### config.mk
export PLATFORM = sky130hd
export DESIGN_NAME = console_channel_saturator_top
export DESIGN_NICKNAME = d
export VERILOG_FILES = /design/src/sv/ccs_pkg.sv /design/src/sv/console_channel_saturator_top.sv
export SDC_FILE = /design/constraint.sdc
export NUM_CORES = 2
export LEC_CHECK = 0
export BUFFER_PORTS_ARGS = -buffer_cell sky130_fd_sc_hd__clkbuf_2
export CORE_MARGIN = 4
export CORE_UTILIZATION = 58
export CTS_BUF_LIST = sky130_fd_sc_hd__clkbuf_16
export DETAILED_ROUTE_END_ITERATION = 6
export GPL_TIMING_DRIVEN = 0
export PLACE_DENSITY = 0.77
export SLEW_MARGIN = 20
export SYNTH_ARGS = -nofsm -noshare
export SYNTH_HDL_FRONTEND = slang
export SYNTH_SLANG_ARGS = --single-unit
### constraint.sdc
create_clock -name clock -period 14.1 [get_ports clock]
set_clock_uncertainty 0.1 [all_clocks]
set_input_delay 2.82 -clock clock [delete_from_list [all_inputs] [get_ports clock]]
set_output_delay 2.82 -clock clock [all_outputs]
set_load 0.1 [all_outputs]
### src/sv/ccs_pkg.sv
package ccs_pkg;

   // Configuration port types.
   typedef logic [0:0]  csr_addr_type;
   typedef logic [16:0] csr_data_type;

   // Register indexes.
   localparam csr_addr_type REG_INPUT_GAIN = 1'd0;
   localparam csr_addr_type REG_INTENSITY  = 1'd1;

   // Reset value of both Q1.16 registers (unity).
   localparam csr_data_type CSR_UNITY = 17'd65536;

   // Chase speed constants, Q12.20.
   localparam logic [31:0] SPEED_ONE   = 32'd1048576;
   localparam logic [31:0] SPEED_DECAY = 32'd1048471;
   localparam logic [31:0] SPEED_SUB   = 32'd10486;
   localparam logic [31:0] SPEED_FLOOR = 32'd367001600;
   localparam logic [31:0] SPEED_CAP   = 32'd2621440000;

   // Golden ratio fraction, 64 fraction bits.
   localparam logic [63:0] GOLD64 = 64'h9E3779B97F4A7C15;

endpackage

### src/sv/console_channel_saturator_top.sv
// Throughput: one transaction at a time; req_ready returns only after the result is taken.
// The serial gain divider (one quotient bit per cycle) and the shared multiplier, 32x32 at
// the default FRAC_BITS, set how long a transaction takes; the multiplier runs both sine
// series and the final error feedback.
// Reset is synchronous and active high: registers return to unity, state to its start values.
module console_channel_saturator_top #(
   parameter int SAMPLE_BITS = 24,
   parameter int FRAC_BITS   = 28
) (
   input  logic                          clock,
   input  logic                          reset,
   input  logic                          req_valid,
   output logic                          req_ready,
   input  logic signed [SAMPLE_BITS-1:0] req_sample,
   output logic                          rsp_valid,
   input  logic                          rsp_ready,
   output logic signed [SAMPLE_BITS-1:0] rsp_out_sample,
   input  logic                          csr_we,
   input  ccs_pkg::csr_addr_type         csr_addr,
   input  ccs_pkg::csr_data_type         csr_wdata
);
   import ccs_pkg::*;

   localparam int W   = FRAC_BITS + 4;
   localparam int MW  = (W > 32) ? W : 32;
   localparam int PW  = 2 * MW;
   localparam int D   = FRAC_BITS - SAMPLE_BITS + 1;
   localparam int DP  = (D > 0) ? D : 0;
   localparam int DN  = (D < 0) ? -D : 0;
   localparam int XW  = W + DN + DP + 2;
   localparam int SW  = SAMPLE_BITS + W;
   localparam int CW  = $clog2(W);
   localparam int HSH = (DP > 0) ? DP - 1 : 0;

   localparam logic signed [W-1:0] ONE_F = W'(64'd1 << FRAC_BITS);
   localparam logic [63:0] OLD64 = ((GOLD64 >> (63 - FRAC_BITS)) + 64'd1) >> 1;
   localparam logic signed [W-1:0] OLD_C = W'(OLD64);
   localparam logic signed [W-1:0] NEW_C = ONE_F - OLD_C;
   localparam logic [PW-1:0] RND_HALF = PW'(64'd1 << (FRAC_BITS - 1));
   localparam logic signed [XW-1:0] QHALF = (DP > 0) ? XW'(64'd1 << HSH) : '0;
   localparam logic signed [XW-1:0] HI_LIM = XW'((64'sd1 <<< (SAMPLE_BITS - 1)) - 64'sd1);
   localparam logic signed [XW-1:0] LO_LIM = -HI_LIM - XW'(1);
   localparam logic [CW-1:0] CNT_LAST = CW'(W - 1);

   // Taylor divisors 2k(2k+1) for k = 1..8 and their reciprocals.
   localparam logic [63:0] MW_ONE = 64'd1 << MW;
   localparam logic [8:0] SIN_DIV [0:7] = '{9'd6, 9'd20, 9'd42, 9'd72,
                                           9'd110, 9'd156, 9'd210, 9'd272};
   localparam logic [MW-1:0] RECIP [0:7] = '{
      MW'(MW_ONE / 64'd6),   MW'(MW_ONE / 64'd20),  MW'(MW_ONE / 64'd42),
      MW'(MW_ONE / 64'd72),  MW'(MW_ONE / 64'd110), MW'(MW_ONE / 64'd156),
      MW'(MW_ONE / 64'd210), MW'(MW_ONE / 64'd272)};

   typedef enum logic [4:0] {
      ST_IDLE, ST_SPD_MUL, ST_SPD_FIN, ST_GDIV, ST_SMP_MUL, ST_SMP_RND,
      ST_SIN_SQ, ST_SIN_SQR, ST_SIN_TR, ST_SIN_Q1, ST_SIN_Q2, ST_SIN_Q3,
      ST_SIN_OUT, ST_SIN_END, ST_BL_MUL, ST_BL_A, ST_BL_V, ST_ER1, ST_ER2, ST_DONE
   } state_type;

   function automatic logic [W-1:0] magw(input logic signed [W-1:0] v);
      magw = v[W-1] ? W'(-v) : W'(v);
   endfunction

   // Rounds to the sample grid, nearest with ties toward +inf.
   function automatic logic signed [XW-1:0] quant(input logic signed [W:0] v);
      logic signed [XW-1:0] e;
      e = XW'(v);
      quant = ((e + QHALF) >>> DP) <<< DN;
   endfunction

   // Sample grid back to the fine grid.
   function automatic logic signed [XW-1:0] to_fine(input logic signed [XW-1:0] q);
      to_fine = (q <<< DP) >>> DN;
   endfunction

   state_type state_ff, state_in;
   logic [16:0] in_gain_ff, in_gain_in, intensity_ff, intensity_in;
   logic signed [W-1:0] gain_ff, gain_in, prev_ff, prev_in;
   logic signed [W-1:0] erre_ff, erre_in, erro_ff, erro_in;
   logic started_ff, started_in, pend_ff, pend_in, even_ff, even_in;
   logic [31:0] speed_ff, speed_in;
   logic signed [SAMPLE_BITS-1:0] smp_ff, smp_in, out_ff, out_in;
   logic [PW-1:0] prod_ff, prod_in;
   logic neg_ff, neg_in;
   logic [32:0] den_ff, den_in;
   logic [33:0] rem_ff, rem_in;
   logic [W-1:0] quo_ff, quo_in;
   logic dneg_ff, dneg_in;
   logic [CW-1:0] cnt_ff, cnt_in;
   logic signed [W-1:0] t_ff, t_in, t2_ff, t2_in, r_ff, r_in;
   logic [2:0] km1_ff, km1_in;
   logic [W-1:0] nmag_ff, nmag_in;
   logic nneg_ff, nneg_in, sel_ff, sel_in;
   logic [MW-1:0] q0_ff, q0_in;
   logic signed [W-1:0] x_ff, x_in, y_ff, y_in, v_ff, v_in, t1_ff, t1_in;

   // Shared multiplier operands.
   logic [MW-1:0] mul_a, mul_b;
   logic mul_neg;

   // Rounded signed result of the previous product.
   logic [PW-1:0] rnd_sum;
   logic [W-1:0] rnd_mag;
   logic signed [W-1:0] rnd_val;
   assign rnd_sum = prod_ff + RND_HALF;
   assign rnd_mag = rnd_sum[FRAC_BITS +: W];
   assign rnd_val = neg_ff ? -$signed(rnd_mag) : $signed(rnd_mag);

   logic signed [W-1:0] target, fine_smp;
   logic signed [SW-1:0] fine_wide;
   assign target = $signed(W'({in_gain_ff, (FRAC_BITS - 16)'(0)}));
   assign fine_wide = ($signed(SW'(smp_ff)) <<< DP) >>> DN;
   assign fine_smp = fine_wide[W-1:0];

   assign req_ready = (state_ff == ST_IDLE);
   assign rsp_valid = (state_ff == ST_DONE);
   assign rsp_out_sample = out_ff;

   // Next-state and datapath selection.
   always_comb begin
      logic [32:0] sp2;
      logic [31:0] spc, sp, spn;
      logic signed [W-1:0] diff, dyx, acc, accn, qs, err_v;
      logic [W-1:0] dm, rem_c, q_c;
      logic [33:0] rem_sh;
      logic ge;
      logic signed [W:0] pys, vsum;
      logic [W:0] pym;
      logic signed [XW-1:0] qv, res;

      state_in = state_ff;
      in_gain_in = in_gain_ff;
      intensity_in = intensity_ff;
      gain_in = gain_ff;
      prev_in = prev_ff;
      erre_in = erre_ff;
      erro_in = erro_ff;
      started_in = started_ff;
      pend_in = pend_ff;
      even_in = even_ff;
      speed_in = speed_ff;
      smp_in = smp_ff;
      out_in = out_ff;
      den_in = den_ff;
      rem_in = rem_ff;
      quo_in = quo_ff;
      dneg_in = dneg_ff;
      cnt_in = cnt_ff;
      t_in = t_ff;
      t2_in = t2_ff;
      r_in = r_ff;
      km1_in = km1_ff;
      nmag_in = nmag_ff;
      nneg_in = nneg_ff;
      sel_in = sel_ff;
      q0_in = q0_ff;
      x_in = x_ff;
      y_in = y_ff;
      v_in = v_ff;
      t1_in = t1_ff;
      mul_a = '0;
      mul_b = '0;
      mul_neg = 1'b0;

      sp2 = pend_ff ? {speed_ff, 1'b0} : {1'b0, speed_ff};
      spc = (sp2 > {1'b0, SPEED_CAP}) ? SPEED_CAP : sp2[31:0];
      sp = prod_ff[51:20];
      spn = (sp > SPEED_SUB) ? sp - SPEED_SUB : 32'd0;
      if (spn < SPEED_FLOOR) begin
         spn = SPEED_FLOOR;
      end
      diff = target - gain_ff;
      dm = magw(diff);
      rem_sh = {rem_ff[32:0], quo_ff[W-1]};
      ge = (rem_sh >= {1'b0, den_ff});
      rem_c = nmag_ff - prod_ff[W-1:0];
      q_c = W'(q0_ff) + W'(rem_c >= W'(SIN_DIV[km1_ff]));
      qs = nneg_ff ? -$signed(q_c) : $signed(q_c);
      pys = {prev_ff[W-1], prev_ff} + {y_ff[W-1], y_ff};
      pym = pys[W] ? (W+1)'(-pys) : (W+1)'(pys);
      dyx = y_ff - x_ff;
      acc = even_ff ? erre_ff : erro_ff;
      qv = quant({v_ff[W-1], v_ff});
      err_v = v_ff - W'(to_fine(qv));
      accn = t1_ff + rnd_val;
      vsum = {v_ff[W-1], v_ff} + {accn[W-1], accn};
      res = quant(vsum);
      if (res > HI_LIM) begin
         res = HI_LIM;
      end
      if (res < LO_LIM) begin
         res = LO_LIM;
      end

      case (state_ff)
         ST_IDLE: begin
            if (req_valid) begin
               smp_in = req_sample;
               if (!started_ff) begin
                  gain_in = target;
                  started_in = 1'b1;
               end
               state_in = ST_SPD_MUL;
            end
         end
         ST_SPD_MUL: begin
            mul_a = MW'(spc);
            mul_b = MW'(SPEED_DECAY);
            pend_in = 1'b0;
            state_in = ST_SPD_FIN;
         end
         ST_SPD_FIN: begin
            speed_in = spn;
            den_in = {1'b0, spn} + {1'b0, SPEED_ONE};
            rem_in = 34'(dm[W-1 -: 20]);
            quo_in = {dm[W-21:0], 20'b0};
            dneg_in = diff[W-1];
            cnt_in = '0;
            state_in = ST_GDIV;
         end
         ST_GDIV: begin
            rem_in = ge ? rem_sh - {1'b0, den_ff} : rem_sh;
            quo_in = {quo_ff[W-2:0], ge};
            cnt_in = cnt_ff + CW'(1);
            if (cnt_ff == CNT_LAST) begin
               gain_in = dneg_ff ? gain_ff - $signed(quo_in) : gain_ff + $signed(quo_in);
               state_in = ST_SMP_MUL;
            end
         end
         ST_SMP_MUL: begin
            mul_a = MW'(magw(fine_smp));
            mul_b = MW'(magw(gain_ff));
            mul_neg = fine_smp[W-1] ^ gain_ff[W-1];
            state_in = ST_SMP_RND;
         end
         ST_SMP_RND: begin
            t_in = rnd_val;
            sel_in = 1'b0;
            state_in = ST_SIN_SQ;
         end
         ST_SIN_SQ: begin
            mul_a = MW'(magw(t_ff));
            mul_b = MW'(magw(t_ff));
            state_in = ST_SIN_SQR;
         end
         ST_SIN_SQR: begin
            t2_in = rnd_val;
            r_in = ONE_F;
            km1_in = 3'd7;
            state_in = ST_SIN_TR;
         end
         ST_SIN_TR: begin
            mul_a = MW'(magw(t2_ff));
            mul_b = MW'(magw(r_ff));
            mul_neg = t2_ff[W-1] ^ r_ff[W-1];
            state_in = ST_SIN_Q1;
         end
         ST_SIN_Q1: begin
            // Quotient estimate by reciprocal; low by at most one.
            nmag_in = rnd_mag;
            nneg_in = neg_ff;
            mul_a = MW'(rnd_mag);
            mul_b = RECIP[km1_ff];
            state_in = ST_SIN_Q2;
         end
         ST_SIN_Q2: begin
            q0_in = prod_ff[PW-1:MW];
            mul_a = prod_ff[PW-1:MW];
            mul_b = MW'(SIN_DIV[km1_ff]);
            state_in = ST_SIN_Q3;
         end
         ST_SIN_Q3: begin
            r_in = ONE_F - qs;
            km1_in = km1_ff - 3'd1;
            state_in = (km1_ff == 3'd0) ? ST_SIN_OUT : ST_SIN_TR;
         end
         ST_SIN_OUT: begin
            mul_a = MW'(magw(t_ff));
            mul_b = MW'(magw(r_ff));
            mul_neg = t_ff[W-1] ^ r_ff[W-1];
            state_in = ST_SIN_END;
         end
         ST_SIN_END: begin
            if (!sel_ff) begin
               x_in = rnd_val;
               t_in = rnd_val;
               sel_in = 1'b1;
               state_in = ST_SIN_SQ;
            end else begin
               y_in = rnd_val;
               state_in = ST_BL_MUL;
            end
         end
         ST_BL_MUL: begin
            mul_a = MW'(pym[W:1]);
            mul_b = MW'(intensity_ff);
            prev_in = y_ff;
            state_in = ST_BL_A;
         end
         ST_BL_A: begin
            mul_a = MW'(magw(dyx));
            mul_b = MW'(prod_ff[16 +: W]);
            mul_neg = dyx[W-1];
            state_in = ST_BL_V;
         end
         ST_BL_V: begin
            v_in = x_ff + rnd_val;
            mul_a = MW'(magw(acc));
            mul_b = MW'(OLD_C);
            mul_neg = acc[W-1];
            state_in = ST_ER1;
         end
         ST_ER1: begin
            t1_in = rnd_val;
            mul_a = MW'(magw(err_v));
            mul_b = MW'(NEW_C);
            mul_neg = err_v[W-1];
            state_in = ST_ER2;
         end
         ST_ER2: begin
            if (even_ff) begin
               erre_in = accn;
            end else begin
               erro_in = accn;
            end
            even_in = !even_ff;
            out_in = res[SAMPLE_BITS-1:0];
            state_in = ST_DONE;
         end
         ST_DONE: begin
            if (rsp_ready) begin
               state_in = ST_IDLE;
            end
         end
         default: begin
            state_in = ST_IDLE;
         end
      endcase

      // Register writes; a changed gain restarts the fast chase.
      if (csr_we) begin
         case (csr_addr)
            REG_INPUT_GAIN: begin
               if (csr_wdata != in_gain_ff) begin
                  pend_in = 1'b1;
               end
               in_gain_in = csr_wdata;
            end
            REG_INTENSITY: begin
               intensity_in = csr_wdata;
            end
            default: begin
               in_gain_in = in_gain_ff;
            end
         endcase
      end

      prod_in = PW'(mul_a) * PW'(mul_b);
      neg_in = mul_neg;
   end

   // State and datapath registers.
   always_ff @(posedge clock) begin
      if (reset) begin
         state_ff <= ST_IDLE;
         in_gain_ff <= CSR_UNITY;
         intensity_ff <= CSR_UNITY;
         gain_ff <= '0;
         prev_ff <= '0;
         erre_ff <= '0;
         erro_ff <= '0;
         started_ff <= 1'b0;
         pend_ff <= 1'b1;
         even_ff <= 1'b1;
         speed_ff <= SPEED_FLOOR;
      end else begin
         state_ff <= state_in;
         in_gain_ff <= in_gain_in;
         intensity_ff <= intensity_in;
         gain_ff <= gain_in;
         prev_ff <= prev_in;
         erre_ff <= erre_in;
         erro_ff <= erro_in;
         started_ff <= started_in;
         pend_ff <= pend_in;
         even_ff <= even_in;
         speed_ff <= speed_in;
      end
      smp_ff <= smp_in;
      out_ff <= out_in;
      prod_ff <= prod_in;
      neg_ff <= neg_in;
      den_ff <= den_in;
      rem_ff <= rem_in;
      quo_ff <= quo_in;
      dneg_ff <= dneg_in;
      cnt_ff <= cnt_in;
      t_ff <= t_in;
      t2_ff <= t2_in;
      r_ff <= r_in;
      km1_ff <= km1_in;
      nmag_ff <= nmag_in;
      nneg_ff <= nneg_in;
      sel_ff <= sel_in;
      q0_ff <= q0_in;
      x_ff <= x_in;
      y_ff <= y_in;
      v_ff <= v_in;
      t1_ff <= t1_in;
   end

   // The block holds one transaction at a time.
   a_one_at_a_time: assert property (@(posedge clock) disable iff (reset)
      rsp_valid |-> !req_ready)
      else $error("request accepted while a result is pending");

   a_busy_after_accept: assert property (@(posedge clock) disable iff (reset)
      (req_valid && req_ready) |=> (!req_ready && !rsp_valid))
      else $error("sequencer did not start after a transaction");

   a_speed_range: assert property (@(posedge clock) disable iff (reset)
      (speed_ff >= SPEED_FLOOR) && (speed_ff <= SPEED_CAP))
      else $error("chase speed out of range");

endmodule

==> metrics.md <==
| Metric | Value |
|---|---|
| Outcome | `complete, but fails checks` |
| Failing checks | `design-rule violations, negative setup slack` |
| Final wirelength | `389000 um` |
| Unique cell type count in the Yosys netlist | `104` |
| Maximum root-to-sink buffer count | `3` |
| Peak supply drop | `149 uV` |
| Yosys warns | `0` |
| Nets | `12041` |
| Crit Path Max Fanout | `17` |
| CP peak stage delay | `0.86 ns` |
| # port buffers | `71` |
| Via count | `83819` |
| Switching pwr | `6.64 mW` |
| Hold WC Path Type | `flip-flop to flip-flop` |
| Sequential cell area | `~19000 um2` |
| RSZ-0062 raised after global routing | `true` |
| Height of the die | `398 um` |
| Register bit total from synthesis | `around 710` |
| Hold endpoint | `prev_ff[3]` |
| Iteration-0 DRC count of the detailed router | `11617` |
| Initial antenna violation count | `39` |
| Multi-input gate area | `63700 um2` |
| Clock Power Share | `between 10% and 20%` |
| PnR worst setup slack | `-0.100 ns` |
| Least-Margin Pin Slew | `roughly 1.3 ns` |
| Ys flop type | `edfxtp_1` |
| Max_cap viols | `0` |
| Critical R2R Launch | `state_ff[0]` |
| Layout area overhead | `8.69%` |
| Crit path DAT | `around 15 ns` |
| Core ar. | `150000 um2` |
| Total CTS buffers | `78` |
| Switching Fraction | `51.4%` |
| CTS root buffer | `clkbuf_16` |
| DRT antenna net count | `0` |
| Syn avg cell area | `between 8 and 9 um2` |
| Hold_ws | `about 0.36 ns` |
| Worst skew pair latency | `0.71 ns` |
| Worst hold start | `prev_ff[3]` |
| PnR Total Power | `12.9 mW` |
| Worst Setup Path Type | `flip-flop to flip-flop` |
| Setup violators final | `2` |
| Vias in the first global route | `about 81000` |
| Reg2Reg Capture Point | `prod_ff[50]` |
| Crit start category | `flip-flop` |
| Global placement routability congestion | `about 1.1` |
| Share of cells above drive strength 1 | `6.26%` |
| Fillers | `12795` |
| Final min period | `14.20 ns` |
| Leak | `42.4 nW` |
| Router iterations before antenna repair | `7` |
| Number of synthesized flops with an enable pin | `445` |
| Starting Density | `around three fifths` |
| First-pass GRT wire length | `550000 um` |
| CP required | `14.52 ns` |
| Worst reg-to-reg path cell count | `43` |
| Pwr/cell area | `135 nW/um2` |
| Internal power | `between 6 and 7 mW` |
| FF-to-FF setup slack | `-0.10 ns` |
| Largest net degree at the start of global routing | `56` |
| Combinational Power Share | `60.6%` |
| Place WS | `-2.26 ns` |
| Reg power frac | `about 23%` |
| Mapped Cells | `10236` |
| Slew margin rel. | `roughly a tenth` |
| Sequential element share of the synthesized area | `21.2%` |
| Post-synth ARST share | `0%` |
| Post-Place Cells | `12379` |
| Placed inst area | `92400 um2` |
| Clock transition at the registers of the reported paths | `0.07 ns` |
| Vias/cell | `about 6.7` |
| Post-detail-place hpwl | `319000 um` |
| DR WL/cell | `30.9 um` |
| # H-tree levels | `3` |
| Commonest non-fill, non-tap cell in the layout | `inv_1` |
| Max Freq | `roughly 70 MHz` |
| Non-Filler Instances | `12579` |
| Slowest-stage cell, CP | `clkinv_1` |
| Number of I/O pins | `73` |
| Pins Over Slew Limit | `0` |
| CTS tree | `yes` |
| Endpoints failing hold | `0` |
| Design area | `around 96000 um2` |
| Worst hold path depth | `2` |
| Post-Syn Nets | `11813` |
| Mapped Area | `slightly below 90000 um2` |
| CP endpoint kind | `flip-flop` |
| GRT overflow | `0` |
| Commonest cells after routing, fill and taps aside | `inv_1, nand2_1, fa_1, nor2_1, ha_1` |
| Clock Sinks | `712` |
| Global-route usage over all layers | `48.3%` |
| Remaining DRCs | `21` |
| Total die area | `159000 um2` |
| Std cell rows | `~140` |
| Chip Width | `398 um` |
| Final Cycle Share | `101%` |
registers in the layout, summed over array words and instances (netlist names), 17 cells and up:
| signal | cells |
|---|---|
| prod_ff | 64 |
| den_ff | 33 |
| rem_ff | 33 |
| erre_ff | 32 |
| erro_ff | 32 |
| gain_ff | 32 |
| nmag_ff | 32 |
| prev_ff | 32 |
| q0_ff | 32 |
| quo_ff | 32 |
| r_ff | 32 |
| speed_ff | 32 |
| t1_ff | 32 |
| t2_ff | 32 |
| t_ff | 32 |
| v_ff | 32 |
| x_ff | 32 |
| y_ff | 32 |
| rsp_out_sample | 24 |
| smp_ff | 24 |
| in_gain_ff | 17 |
| intensity_ff | 17 |
stage by stage:
step | utilization [%] | setup TNS (ns)
6_report | 63.8 | -0.145
5_1_grt | 63.7 | -0.577
4_1_cts | 63.4 | 0
3_5_place_dp | 61.4 | -40.10
3_3_place_gp | 60.6 | -50.72
2_1_floorplan | - | 0
cell usage after synthesis (all sizes together), types with 34 or more instances:
cell | instances | share of area, %
a211oi | 113 | 0.99
a21o | 163 | 1.4
a21oi | 558 | 3.2
a221oi | 34 | 0.35
a22o | 34 | 0.34
a31oi | 110 | 0.78
and2 | 222 | 1.6
and3 | 88 | 0.62
buf | 76 | 0.39
clkbuf | 388 | 1.7
dfxtp | 267 | 6.1
edfxtp | 445 | 15
fa | 903 | 20
ha | 627 | 8.9
inv | 1332 | 5.7
mux2i | 94 | 1.1
nand2 | 1259 | 5.4
nand2b | 71 | 0.50
nand3 | 167 | 0.95
nand4 | 77 | 0.55
nor2 | 751 | 3.2
nor2b | 66 | 0.47
nor3 | 193 | 1.1
nor4 | 71 | 0.55
o211ai | 46 | 0.39
o21a | 62 | 0.53
o21ai | 375 | 2.1
o21bai | 44 | 0.39
o221ai | 45 | 0.45
o22ai | 45 | 0.32
o31ai | 85 | 0.74
or2 | 44 | 0.31
or3 | 80 | 0.58
or4 | 37 | 0.33
xnor2 | 527 | 5.2
xor2 | 287 | 2.8
what timing repair did:
item | in CTS | in global routing
gates resized for setup | 88 | 128
buffers inserted | 9 | 24
pin swaps | 6 | 9
setup endpoints to repair | 38 | 27
hold buffers | 0 | 0
hold endpoints to repair | 0 | 0
cloned | 0 | 0
worst max-delay path by stage:
stage	depth (start not counted)	from	end
after floorplan	47	v_ff[4]	prod_ff[50]
after global placement	47	v_ff[4]	prod_ff[56]
after detailed placement	48	v_ff[4]	prod_ff[60]
after CTS	47	v_ff[5]	prod_ff[60]
after global routing	51	v_ff[6]	prod_ff[50]
final	43	state_ff[0]	prod_ff[50]
kinds of logic (layout without fill, tap and decap cells):
| group | Yosys count | in the layout | share of synthesized area, % |
|---|---|---|---|
| simple gates | 3230 | 3230 | 17.1 |
| compound gates | 2037 | 2037 | 15.3 |
| buf+inv | 1802 | 2096 | 7.73 |
| fa+ha+maj | 1530 | 1530 | 29.4 |
| xor+xnor | 816 | 816 | 8.13 |
| flops | 712 | 712 | 21.2 |
| mux | 109 | 109 | 1.26 |
| other cells | 0 | 33 | 0 |
critical path: cells and delay by family (launching register included):
| kind | cells | cell delay, ns |
|---|---|---|
| fa+ha+maj | 9 | 4.44 |
| simple gates | 9 | 1.72 |
| xor+xnor | 1 | 0.44 |
| flops | 1 | 0.31 |
| buf+inv | 14 | 4.31 |
| compound gates | 10 | 2.64 |
per-layer routing:
| layer | GRT usage [%] | share of wire [%] | up-vias |
|---|---|---|---|
| met4 | 35.2 | 9.7 | 26 |
| met5 | 1.20 | 0.099 | - |
| met2 | 66.5 | 39 | 6386 |
| met1 | 60.8 | 36 | 40581 |
| li1 | - | - | 35142 |
| met3 | 19.4 | 15 | 1684 |
power groups by stage:
stage	Sequential, mW	Combinational [mW]	Clock (mW)
2_1_floorplan	2.80	4.66	0
3_3_place_gp	2.96	7.08	0
3_5_place_dp	2.95	7.35	0
4_1_cts	2.91	7.43	2.15
5_1_grt	2.94	8.20	2.24
6_report	2.94	7.84	2.16
final cells by class:
| type | count | share of cell area, % |
|---|---|---|
| clock inverters | 63 | 0.587 |
| multi-input cells | 7722 | 66.4 |
| plain buffers | 450 | 1.98 |
| clock buffers | 83 | 2.16 |
| flip-flops and latches | 712 | 19.5 |
| diodes | 33 | 0.0860 |
| well taps | 2016 | 2.63 |
| repair buffers | 162 | 1.46 |
| inverters | 1338 | 5.23 |
Note: power is estimated with default switching activity, not from simulation.
